**src/hw/rtl/irpde_pkg.sv**
```systemverilog
// Shared types and constants for the infrared pulse-distance encoder.
// Holds the phase enum, register indexes, reset timings and the
// controller/datapath command and status structs. No dependencies.
package irpde_pkg;

    localparam int PAYLOAD_W = 48;
    localparam int COUNT_W   = 6;
    localparam int DUR_W     = 16;
    localparam int CFG_IDX_W = 3;
    localparam int MAX_BITS  = 48;

    localparam logic [COUNT_W-1:0] PAYLOAD_BITS = COUNT_W'(PAYLOAD_W);

    typedef enum logic [1:0] {
        PH_IDLE,
        PH_HEADER,
        PH_BITS,
        PH_TRAILER
    } phase_t;

    typedef enum logic [CFG_IDX_W-1:0] {
        REG_HEADER_MARK  = 3'd0,
        REG_HEADER_SPACE = 3'd1,
        REG_ONE_MARK     = 3'd2,
        REG_ONE_SPACE    = 3'd3,
        REG_ZERO_MARK    = 3'd4,
        REG_ZERO_SPACE   = 3'd5,
        REG_TRAILER_MARK = 3'd6
    } reg_idx_t;

    localparam logic [DUR_W-1:0] RST_HEADER_MARK  = 16'd9000;
    localparam logic [DUR_W-1:0] RST_HEADER_SPACE = 16'd4500;
    localparam logic [DUR_W-1:0] RST_ONE_MARK     = 16'd560;
    localparam logic [DUR_W-1:0] RST_ONE_SPACE    = 16'd1690;
    localparam logic [DUR_W-1:0] RST_ZERO_MARK    = 16'd560;
    localparam logic [DUR_W-1:0] RST_ZERO_SPACE   = 16'd560;
    localparam logic [DUR_W-1:0] RST_TRAILER_MARK = 16'd560;

    typedef struct packed {
        logic load_frame;
        logic emit_header;
        logic emit_bit;
        logic emit_trailer;
    } cmd_t;

    typedef struct packed {
        logic out_free;
        logic bits_zero;
        logic bits_one;
        logic trailer_off;
    } status_t;

endpackage

```
**src/hw/rtl/ir_pulse_distance_encoder.sv**
```systemverilog
// Infrared pulse-distance / pulse-width frame encoder, top level.
// The frame is taken in the idle phase; the header phase then registers the header pair once the output word is free.
// Throughput: one pair per cycle while m_ready holds; a frame is taken in the idle phase, then pairs
// go out in order: the header, one per bit, and the trailer unless its mark is zero.
// Reset (aresetn, synchronous, active low) restores the default timings and idles.
// Depends on irpde_pkg, irpde_ctrl and irpde_datapath.
module ir_pulse_distance_encoder #(
    parameter int MAX_BITS = irpde_pkg::MAX_BITS
) (
    input  logic                                  aclk,
    input  logic                                  aresetn,
    // Timing register write port
    input  logic                                  cfg_wr_en,
    input  logic [irpde_pkg::CFG_IDX_W-1:0]       cfg_index,
    input  logic [irpde_pkg::DUR_W-1:0]           cfg_wdata,
    // Frame input
    input  logic                                  s_valid,
    output logic                                  s_ready,
    input  logic [irpde_pkg::PAYLOAD_W-1:0]       s_payload,
    input  logic [irpde_pkg::COUNT_W-1:0]         s_bit_count,
    // Mark/space pair output
    output logic                                  m_valid,
    input  logic                                  m_ready,
    output logic [irpde_pkg::DUR_W-1:0]           m_mark_us,
    output logic [irpde_pkg::DUR_W-1:0]           m_space_us,
    output logic                                  m_last_pair
);

    // The sequencer accepts a frame only when idle; the datapath latches the
    // aligned payload and count. Each following phase pushes one pair into
    // the output word register whenever it is empty or being drained, so a
    // waiting consumer stalls the sequencer but never loses a word. The last
    // pair of a frame may still sit in the output register while the next
    // frame is being taken.
    irpde_pkg::cmd_t    cmd;
    irpde_pkg::status_t status;

    irpde_ctrl u_ctrl (
        .aclk    (aclk),
        .aresetn (aresetn),
        .s_valid (s_valid),
        .s_ready (s_ready),
        .status  (status),
        .cmd     (cmd)
    );

    irpde_datapath #(
        .MAX_BITS (MAX_BITS)
    ) u_datapath (
        .aclk        (aclk),
        .aresetn     (aresetn),
        .cfg_wr_en   (cfg_wr_en),
        .cfg_index   (cfg_index),
        .cfg_wdata   (cfg_wdata),
        .s_payload   (s_payload),
        .s_bit_count (s_bit_count),
        .m_valid     (m_valid),
        .m_ready     (m_ready),
        .m_mark_us   (m_mark_us),
        .m_space_us  (m_space_us),
        .m_last_pair (m_last_pair),
        .cmd         (cmd),
        .status      (status)
    );

endmodule

```
**src/hw/rtl/irpde_ctrl.sv**
```systemverilog
// Frame sequencer for the infrared pulse-distance encoder.
// Walks header, bit and trailer phases; depends on irpde_pkg.
module irpde_ctrl (
    input  logic              aclk,
    input  logic              aresetn,
    input  logic              s_valid,
    output logic              s_ready,
    input  irpde_pkg::status_t status,
    output irpde_pkg::cmd_t    cmd
);

    irpde_pkg::phase_t phase_reg;
    irpde_pkg::phase_t phase_next;

    always_ff @(posedge aclk) begin
        if (!aresetn) begin
            phase_reg <= irpde_pkg::PH_IDLE;
        end else begin
            phase_reg <= phase_next;
        end
    end

    always_comb begin
        phase_next = phase_reg;
        unique case (phase_reg)
            irpde_pkg::PH_IDLE: begin
                if (s_valid) begin
                    phase_next = irpde_pkg::PH_HEADER;
                end
            end
            irpde_pkg::PH_HEADER: begin
                if (status.out_free) begin
                    priority if (!status.bits_zero) begin
                        phase_next = irpde_pkg::PH_BITS;
                    end else if (!status.trailer_off) begin
                        phase_next = irpde_pkg::PH_TRAILER;
                    end else begin
                        phase_next = irpde_pkg::PH_IDLE;
                    end
                end
            end
            irpde_pkg::PH_BITS: begin
                if (status.out_free && status.bits_one) begin
                    phase_next = status.trailer_off ? irpde_pkg::PH_IDLE
                                                    : irpde_pkg::PH_TRAILER;
                end
            end
            irpde_pkg::PH_TRAILER: begin
                if (status.out_free) begin
                    phase_next = irpde_pkg::PH_IDLE;
                end
            end
            default: phase_next = irpde_pkg::PH_IDLE;
        endcase
    end

    always_comb begin
        cmd     = '0;
        s_ready = 1'b0;
        unique case (phase_reg)
            irpde_pkg::PH_IDLE: begin
                s_ready        = 1'b1;
                cmd.load_frame = s_valid;
            end
            irpde_pkg::PH_HEADER:  cmd.emit_header  = status.out_free;
            irpde_pkg::PH_BITS:    cmd.emit_bit     = status.out_free;
            irpde_pkg::PH_TRAILER: cmd.emit_trailer = status.out_free;
            default: cmd = '0;
        endcase
    end

endmodule

```
**src/hw/rtl/irpde_datapath.sv**
```systemverilog
// Datapath of the infrared pulse-distance encoder: timing registers,
// payload shifter, bit counter and output word register. Uses irpde_pkg.
module irpde_datapath #(
    parameter int MAX_BITS = irpde_pkg::MAX_BITS
) (
    input  logic                                  aclk,
    input  logic                                  aresetn,
    input  logic                                  cfg_wr_en,
    input  logic [irpde_pkg::CFG_IDX_W-1:0]       cfg_index,
    input  logic [irpde_pkg::DUR_W-1:0]           cfg_wdata,
    input  logic [irpde_pkg::PAYLOAD_W-1:0]       s_payload,
    input  logic [irpde_pkg::COUNT_W-1:0]         s_bit_count,
    output logic                                  m_valid,
    input  logic                                  m_ready,
    output logic [irpde_pkg::DUR_W-1:0]           m_mark_us,
    output logic [irpde_pkg::DUR_W-1:0]           m_space_us,
    output logic                                  m_last_pair,
    input  irpde_pkg::cmd_t                       cmd,
    output irpde_pkg::status_t                    status
);

    // Effective ceiling on the bit count: the parameter limit and the word width.
    localparam int BIT_LIMIT_INT = (MAX_BITS < irpde_pkg::PAYLOAD_W) ? MAX_BITS
                                                                      : irpde_pkg::PAYLOAD_W;
    localparam logic [irpde_pkg::COUNT_W-1:0] BIT_LIMIT = irpde_pkg::COUNT_W'(BIT_LIMIT_INT);

    logic [irpde_pkg::DUR_W-1:0] hdr_mark_reg, hdr_space_reg;
    logic [irpde_pkg::DUR_W-1:0] one_mark_reg, one_space_reg;
    logic [irpde_pkg::DUR_W-1:0] zero_mark_reg, zero_space_reg;
    logic [irpde_pkg::DUR_W-1:0] trl_mark_reg;

    logic [irpde_pkg::PAYLOAD_W-1:0] shift_reg;
    logic [irpde_pkg::COUNT_W-1:0]   bits_left_reg;
    logic [irpde_pkg::COUNT_W-1:0]   count_sat;
    logic [irpde_pkg::COUNT_W-1:0]   shift_amt;

    logic                        out_valid_reg;
    logic [irpde_pkg::DUR_W-1:0] mark_reg, mark_next;
    logic [irpde_pkg::DUR_W-1:0] space_reg, space_next;
    logic                        last_reg, last_next;
    logic                        emit;

    always_ff @(posedge aclk) begin
        if (!aresetn) begin
            hdr_mark_reg   <= irpde_pkg::RST_HEADER_MARK;
            hdr_space_reg  <= irpde_pkg::RST_HEADER_SPACE;
            one_mark_reg   <= irpde_pkg::RST_ONE_MARK;
            one_space_reg  <= irpde_pkg::RST_ONE_SPACE;
            zero_mark_reg  <= irpde_pkg::RST_ZERO_MARK;
            zero_space_reg <= irpde_pkg::RST_ZERO_SPACE;
            trl_mark_reg   <= irpde_pkg::RST_TRAILER_MARK;
        end else if (cfg_wr_en) begin
            unique case (cfg_index)
                irpde_pkg::REG_HEADER_MARK:  hdr_mark_reg   <= cfg_wdata;
                irpde_pkg::REG_HEADER_SPACE: hdr_space_reg  <= cfg_wdata;
                irpde_pkg::REG_ONE_MARK:     one_mark_reg   <= cfg_wdata;
                irpde_pkg::REG_ONE_SPACE:    one_space_reg  <= cfg_wdata;
                irpde_pkg::REG_ZERO_MARK:    zero_mark_reg  <= cfg_wdata;
                irpde_pkg::REG_ZERO_SPACE:   zero_space_reg <= cfg_wdata;
                irpde_pkg::REG_TRAILER_MARK: trl_mark_reg   <= cfg_wdata;
                default: ;
            endcase
        end
    end

    // Clamp the count, then align so the first bit to send sits at the top.
    assign count_sat = (s_bit_count > BIT_LIMIT) ? BIT_LIMIT : s_bit_count;
    assign shift_amt = irpde_pkg::PAYLOAD_BITS - count_sat;

    always_ff @(posedge aclk) begin
        if (!aresetn) begin
            bits_left_reg <= '0;
        end else if (cmd.load_frame) begin
            bits_left_reg <= count_sat;
        end else if (cmd.emit_bit) begin
            bits_left_reg <= bits_left_reg - irpde_pkg::COUNT_W'(1);
        end
    end

    always_ff @(posedge aclk) begin
        if (cmd.load_frame) begin
            shift_reg <= s_payload << shift_amt;
        end else if (cmd.emit_bit) begin
            shift_reg <= {shift_reg[irpde_pkg::PAYLOAD_W-2:0], 1'b0};
        end
    end

    assign emit = cmd.emit_header | cmd.emit_bit | cmd.emit_trailer;

    always_comb begin
        mark_next  = mark_reg;
        space_next = space_reg;
        last_next  = last_reg;
        priority if (cmd.emit_header) begin
            mark_next  = hdr_mark_reg;
            space_next = hdr_space_reg;
            last_next  = status.bits_zero & status.trailer_off;
        end else if (cmd.emit_bit) begin
            mark_next  = shift_reg[irpde_pkg::PAYLOAD_W-1] ? one_mark_reg : zero_mark_reg;
            space_next = shift_reg[irpde_pkg::PAYLOAD_W-1] ? one_space_reg : zero_space_reg;
            last_next  = status.bits_one & status.trailer_off;
        end else if (cmd.emit_trailer) begin
            mark_next  = trl_mark_reg;
            space_next = '0;
            last_next  = 1'b1;
        end
    end

    always_ff @(posedge aclk) begin
        if (!aresetn) begin
            out_valid_reg <= 1'b0;
        end else if (emit) begin
            out_valid_reg <= 1'b1;
        end else if (m_ready) begin
            out_valid_reg <= 1'b0;
        end
    end

    always_ff @(posedge aclk) begin
        mark_reg  <= mark_next;
        space_reg <= space_next;
        last_reg  <= last_next;
    end

    assign status.out_free    = ~out_valid_reg | m_ready;
    assign status.bits_zero   = (bits_left_reg == '0);
    assign status.bits_one    = (bits_left_reg == irpde_pkg::COUNT_W'(1));
    assign status.trailer_off = (trl_mark_reg == '0);

    assign m_valid     = out_valid_reg;
    assign m_mark_us   = mark_reg;
    assign m_space_us  = space_reg;
    assign m_last_pair = last_reg;

endmodule

```
**config.mk**
```make
export PLATFORM = sky130hd
export DESIGN_NAME = ir_pulse_distance_encoder
export DESIGN_NICKNAME = d
export VERILOG_FILES = /design/src/hw/rtl/irpde_pkg.sv /design/src/hw/rtl/ir_pulse_distance_encoder.sv /design/src/hw/rtl/irpde_ctrl.sv /design/src/hw/rtl/irpde_datapath.sv
export SDC_FILE = /design/constraint.sdc
export NUM_CORES = 1
export LEC_CHECK = 0
export BUFFER_PORTS_ARGS = -buffer_cell sky130_fd_sc_hd__buf_2
export CAP_MARGIN = 20
export CORE_AREA = 2 2 146 148
export CTS_CLUSTER_DIAMETER = 40
export CTS_CLUSTER_SIZE = 24
export DETAILED_ROUTE_END_ITERATION = 10
export DIE_AREA = 0 0 148 150
export PLACE_DENSITY_LB_ADDON = 0.15
export SYNTH_ARGS = -nofsm -noshare
export SYNTH_HDL_FRONTEND = slang
export SYNTH_SLANG_ARGS = --single-unit
```
**constraint.sdc**
```tcl
create_clock -name aclk -period 7.35 [get_ports aclk]
set_input_delay 0 -clock aclk [delete_from_list [all_inputs] [get_ports aclk]]
set_output_delay 0 -clock aclk [all_outputs]
set_load 0.005 [all_outputs]
```
# Word level (Yosys, flattened, before mapping)
# Index checks and enable logic that the tools add are counted.
# Widths: inputs -> output; s select.
# word_totals
reg_bits	202
in_bits	78
# op_classes
n_lt_le_gt_ge	1
n_eq_ne	14
add_sub_neg	2
bitwise_logic	6
shifts	1
n_mux	30
reduce_logical	16
# ops
operator	n
$mux 16	8
$mux 48	2
$shl 48x6->48	1
$mux 6	3
$logic_not 16->1	1
$reduce_and 2->1	7
$mux 2	6
$mux 1	10
$eq 3x3->1 const B	3
$pmux 2 s4	1
$eq 3x2->1 const B	2
$eq 6x1->1 const B	1
$gt 6x6->1 const B	1
$logic_not 6->1	1
$ne 2x1->1 const B	3
$sub 6x1->6 const B	1
$sub 6x6->6 const A	1
$eq 2x2->1 const B	2
$reduce_and 4->1	1
$reduce_bool 2->1	2
$eq 3x1->1 const B	1
$logic_not 3->1	1
$or 1x1->1	3
$reduce_bool 3->1	1
other kinds (6)	7

# Longest topological paths before layout
# depth
word_depth	6
mapped_depth	15
depth_no_buf	9

# Modules after synthesis
# Synthesis repeated with hierarchy kept, for this count alone.
# unflattened
cells_unflattened	1192
area_unflattened_um2	10939.2
# modules_own_cells
mod	instances	seq_area_each_um2	cells_each	area_per_inst_um2
irpde_datapath	1	4814.6	1173	10790.3
irpde_ctrl	1	40.0	19	148.9

# Worst setup path before layout
# Ideal clock, no wire load.
# synth_timing
kind	input to register
startpoint	input s_bit_count[4] (netlist name)
endpoint	register u_datapath.shift_reg[46] (netlist name) (data pin)
setup_time_ns	0.263
path_buffers	7
arrival_ns	3.033
stages	15
required_ns	7.087
setup_slack_ns	4.054
cell_sequence	buf_4 -> a21boi_4 -> inv_2 -> buf_2 -> buf_2 -> buf_2 -> ha_1 -> buf_2 -> buf_2 -> buf_1 -> mux4_2 -> mux2i_1 -> o211ai_1 -> a211oi_1 -> a21oi_1
# synth_via
elab_chain_cells	5
# synth_rtl
item	line_no	rtl
from (decl)	ir_pulse_distance_encoder.sv:20	input logic [irpde_pkg::COUNT_W-1:0] s_bit_count,
$gt 6x6->1	irpde_datapath.sv:67	assign count_sat = (s_bit_count > BIT_LIMIT) ? BIT_LIMIT : s_bit_count;
$mux 6 (*)	irpde_datapath.sv:67	
$sub 6x6->6 (*)	irpde_datapath.sv:68	assign shift_amt = irpde_pkg::PAYLOAD_BITS - count_sat;
$shl 48x6->48 (*)	irpde_datapath.sv:82	shift_reg <= s_payload << shift_amt;
$mux 48 (*)	irpde_datapath.sv:81	if (cmd.load_frame) begin
to (signal assigned)	irpde_datapath.sv:82	
to (signal assigned)	irpde_datapath.sv:84	shift_reg <= {shift_reg[irpde_pkg::PAYLOAD_W-2:0], 1'b0};
to (decl)	irpde_datapath.sv:32	logic [irpde_pkg::PAYLOAD_W-1:0] shift_reg;
# Mark *: on every way between the ends. The rest lies on a longest branch, timed or not.
# A chain may end at the register's enable or synchronous reset.

# Worst setup path in the final report
# layout_timing
startpoint	input s_bit_count[4] (netlist name)
endpoint	register u_datapath.shift_reg[29] (netlist name) (data pin)
# The elaborated chain is that of the path after synthesis.

==> metrics <==
met2 Track Usage GR 39.7%; Congestion Overflow GR 0; drt total wl 30800 um; gr busiest metal met1; clk sinks 202; full die area 22200 um2; Pleak 4.96 nW; Primary FF master, synth dfxtp_1; Multi-input gate area 5750 um2; Slew Limit Fails 0; Clock Power Share 33.3%; Pint 0.00281 W; met3 Track Usage GR 5.46%; drt via density 6.02; Post-CTS Resized 0; core area 20700 um2; Max Clock Freq 232 MHz; Post-synth EDFFs 81; post-CTS setup buffers 0; Layout Nets 1415; Final Hold Violating Endpoints 0; DRC viols 0; slowest stage cell, crit path buf_4; initial antenna violation count 0; insertion delay to the later sink of the worst-skew pair 550 ps; dpl cell area 11700 um2; root buf cell clkbuf_16; clk_skew 31.2 ps; CTS tree done; I/O pin count 113; critical path launch point type input port; Period minus WS final 4320 ps; layout cells sized above 1 18.1%; cell area power density 322 nW/um2; WL/cell 18.9 um; dpl hpwl 20300 um; Bufs and invs on worst path 5; required time worst endpoint 7610 ps; Synth Area in XOR/XNOR 0.240%; largest family of logic cells by synthesized area simple AND/OR/NAND/NOR gates; Area Growth Syn to Fin 18.0%; Cell Chain, Critical Path dlygate4sd3_1 > buf_2 > a21boi_4 > buf_4 > inv_2 > ha_2 > buf_4 > mux2_2 > mux2_2 > mux2i_1 > o211ai_1 > mux2i_1 > o21ai_0; vias in the first global route 8990; sequential cell area 4850 um2; post-route cell area 12900 um2; hold buffers post-CTS 23; Max Cap Violations 0; via count 9818; PortBufs 112; Min Hold Slack 24.8 ps; cts bufs inserted 29; Slew @ Worst Pin 1020 ps; Hold Path Class input port to register; Synth Area in Compound Gates 14.7%; clk slew on worst S/H paths 50 ps; switching part of the total power 32.6%; row cnt 53; sequential fraction of the synthesis area 44.3%; net switching power 0.00136 W; pin count of the biggest net entering global routing 78; final setup violation count 0; combinational share of power 28.2%; fill cell count 1804; VDD IR max 0.188 mV; max reg flops 48; Synth Area per Inst 8.90 um2; Die Height 150 um; relative max-transition margin 31.9%; # diodes 0; global-route wire length before repair 48900 um; CTS HTree Levels 1; syn nets 1313; CP top delay family buffers and inverters; 1st-iter DRT viols 1189; area share of and/or/nand/nor cells after synthesis 19.3%; ys async rst share 0%; drt first pass iters 6; Syn. warnings 0; Worst EP arrival 4580 ps; Starting Density 53.0%; sequential power share 38.6%; global-route met1 utilization 41.8%; Distinct cells, synth 55; gr usage total 27.5%; status finished clean; CP peak stage delay 580 ps; CP endpoint kind register; CP max FO 56; post-synthesis adder-cell area fraction 0.457%; DIE WIDTH 148 um; routability congestion estimate 0.943; Post-Synthesis Cell Area 11000 um2; post-synthesis mux area share 17.4%; Post-DRT Antenna Nets 0; CTS Buffer Depth 3; crit path kind input port to register; Fin Setup TNS 0 ps; RSZ-0062 raised after global routing no; Syn Inst Count 1231; Final period util 58.8%; post-synthesis sequential element count 202
==> synthesized netlist by cell type (all sizes together), types with 9 or more instances <==
master	n	area, um2
edfxtp	81	2430
mux2	14	158
a211oi	9	67.6
a21oi	140	701
and3	9	56.3
nor2	63	236
nand3	56	280
clkbuf	61	229
nor3	15	75.1
dfxtp	121	2420
a31oi	13	81.3
mux4	37	845
nand2	334	1250
buf	27	153
o21ai	63	315
mux2i	90	901
==> cell type report <==
| cell class | instances | area share, % |
|---|---|---|
| multi-input combinational | 935 | 44.4 |
| sequential | 202 | 37.5 |
| timing repair buffer | 159 | 7.58 |
| clock buffer | 36 | 6.22 |
| tap | 275 | 2.66 |
| clock inverter | 18 | 1.40 |
| inverter | 6 | 0.174 |
==> cell usage in the layout (no fill, tap or decap), drive strengths merged, types with 8 or more instances in the layout <==
master | netlist | routed
nor3 | 15 | 15
o211ai | 8 | 8
o21ai | 63 | 63
a211oi | 9 | 9
nor2 | 63 | 63
a31oi | 13 | 13
mux2i | 90 | 90
mux2 | 14 | 14
inv | 6 | 12
dlygate4sd3 | 0 | 23
a21oi | 140 | 140
edfxtp | 81 | 81
clkbuf | 61 | 36
nand2 | 334 | 334
a22o | 8 | 8
buf | 27 | 136
dfxtp | 121 | 121
and3 | 9 | 9
mux4 | 37 | 37
nand3 | 56 | 56
nor2b | 8 | 8
==> worst reg2reg max path, delay by kind of cell, from the launching register on <==
kind | cells | cell delay [ps]
buffers and inverters | 2 | 640
AO/OA/AOI/OAI | 1 | 90
AND/OR/NAND/NOR | 5 | 1560
flip-flops | 1 | 370
==> layer usage <==
layer	vias to the layer above	part of all wire, %
met5	-	0
met1	4655	45
met3	70	9.7
met2	444	43
li1	4649	-
met4	0	2.3
==> stage by stage <==
stage	setup slack [ps]	power (W)	cells	util [%]
floorplan	4050	0.00238	1231	-
global placement	3200	0.00275	1552	56.5
detailed placement	3090	0.00277	1553	56.6
CTS	3030	0.00416	1630	62.4
global route	2750	0.00437	1631	62.5
finish	3030	0.00417	1631	62.5
==> path summary, 6_finish.rpt <==
path	startpoint	endpoint	slack, ps	cells after the start
setup / recovery	s_bit_count[4]	u_datapath.shift_reg[29]	3030	13
hold / removal	s_bit_count[1]	u_datapath.bits_left_reg[1]	20	5
setup reg to reg	u_ctrl.phase_reg[1]	u_datapath.shift_reg[17]	4540	8
hold reg to reg	u_datapath.zero_mark_reg[0]	u_datapath.zero_mark_reg[0]	450	2
==> cell families (layout without fill, tap and decap cells) <==
logic type / after synthesis / count (layout)
muxes: 141 / 141
and+or+nand+nor: 510 / 510
AOI/OAI and AO/OA: 277 / 277
xor gates and xnor gates: 3 / 3
buffers and inverters: 94 / 219
DFF: 202 / 202
adders and majority gates: 4 / 4
==> power groups by stage <==
stage / clock network [W] / logic [W] / registers, W
floorplan: 0 / 0.000762 / 0.00162
global placement: 0 / 0.00113 / 0.00162
detailed placement: 0 / 0.00114 / 0.00163
CTS: 0.00140 / 0.00115 / 0.00161
global route: 0.00145 / 0.00129 / 0.00164
finish: 0.00139 / 0.00117 / 0.00161
Note: power is estimated with default switching activity, not from simulation.
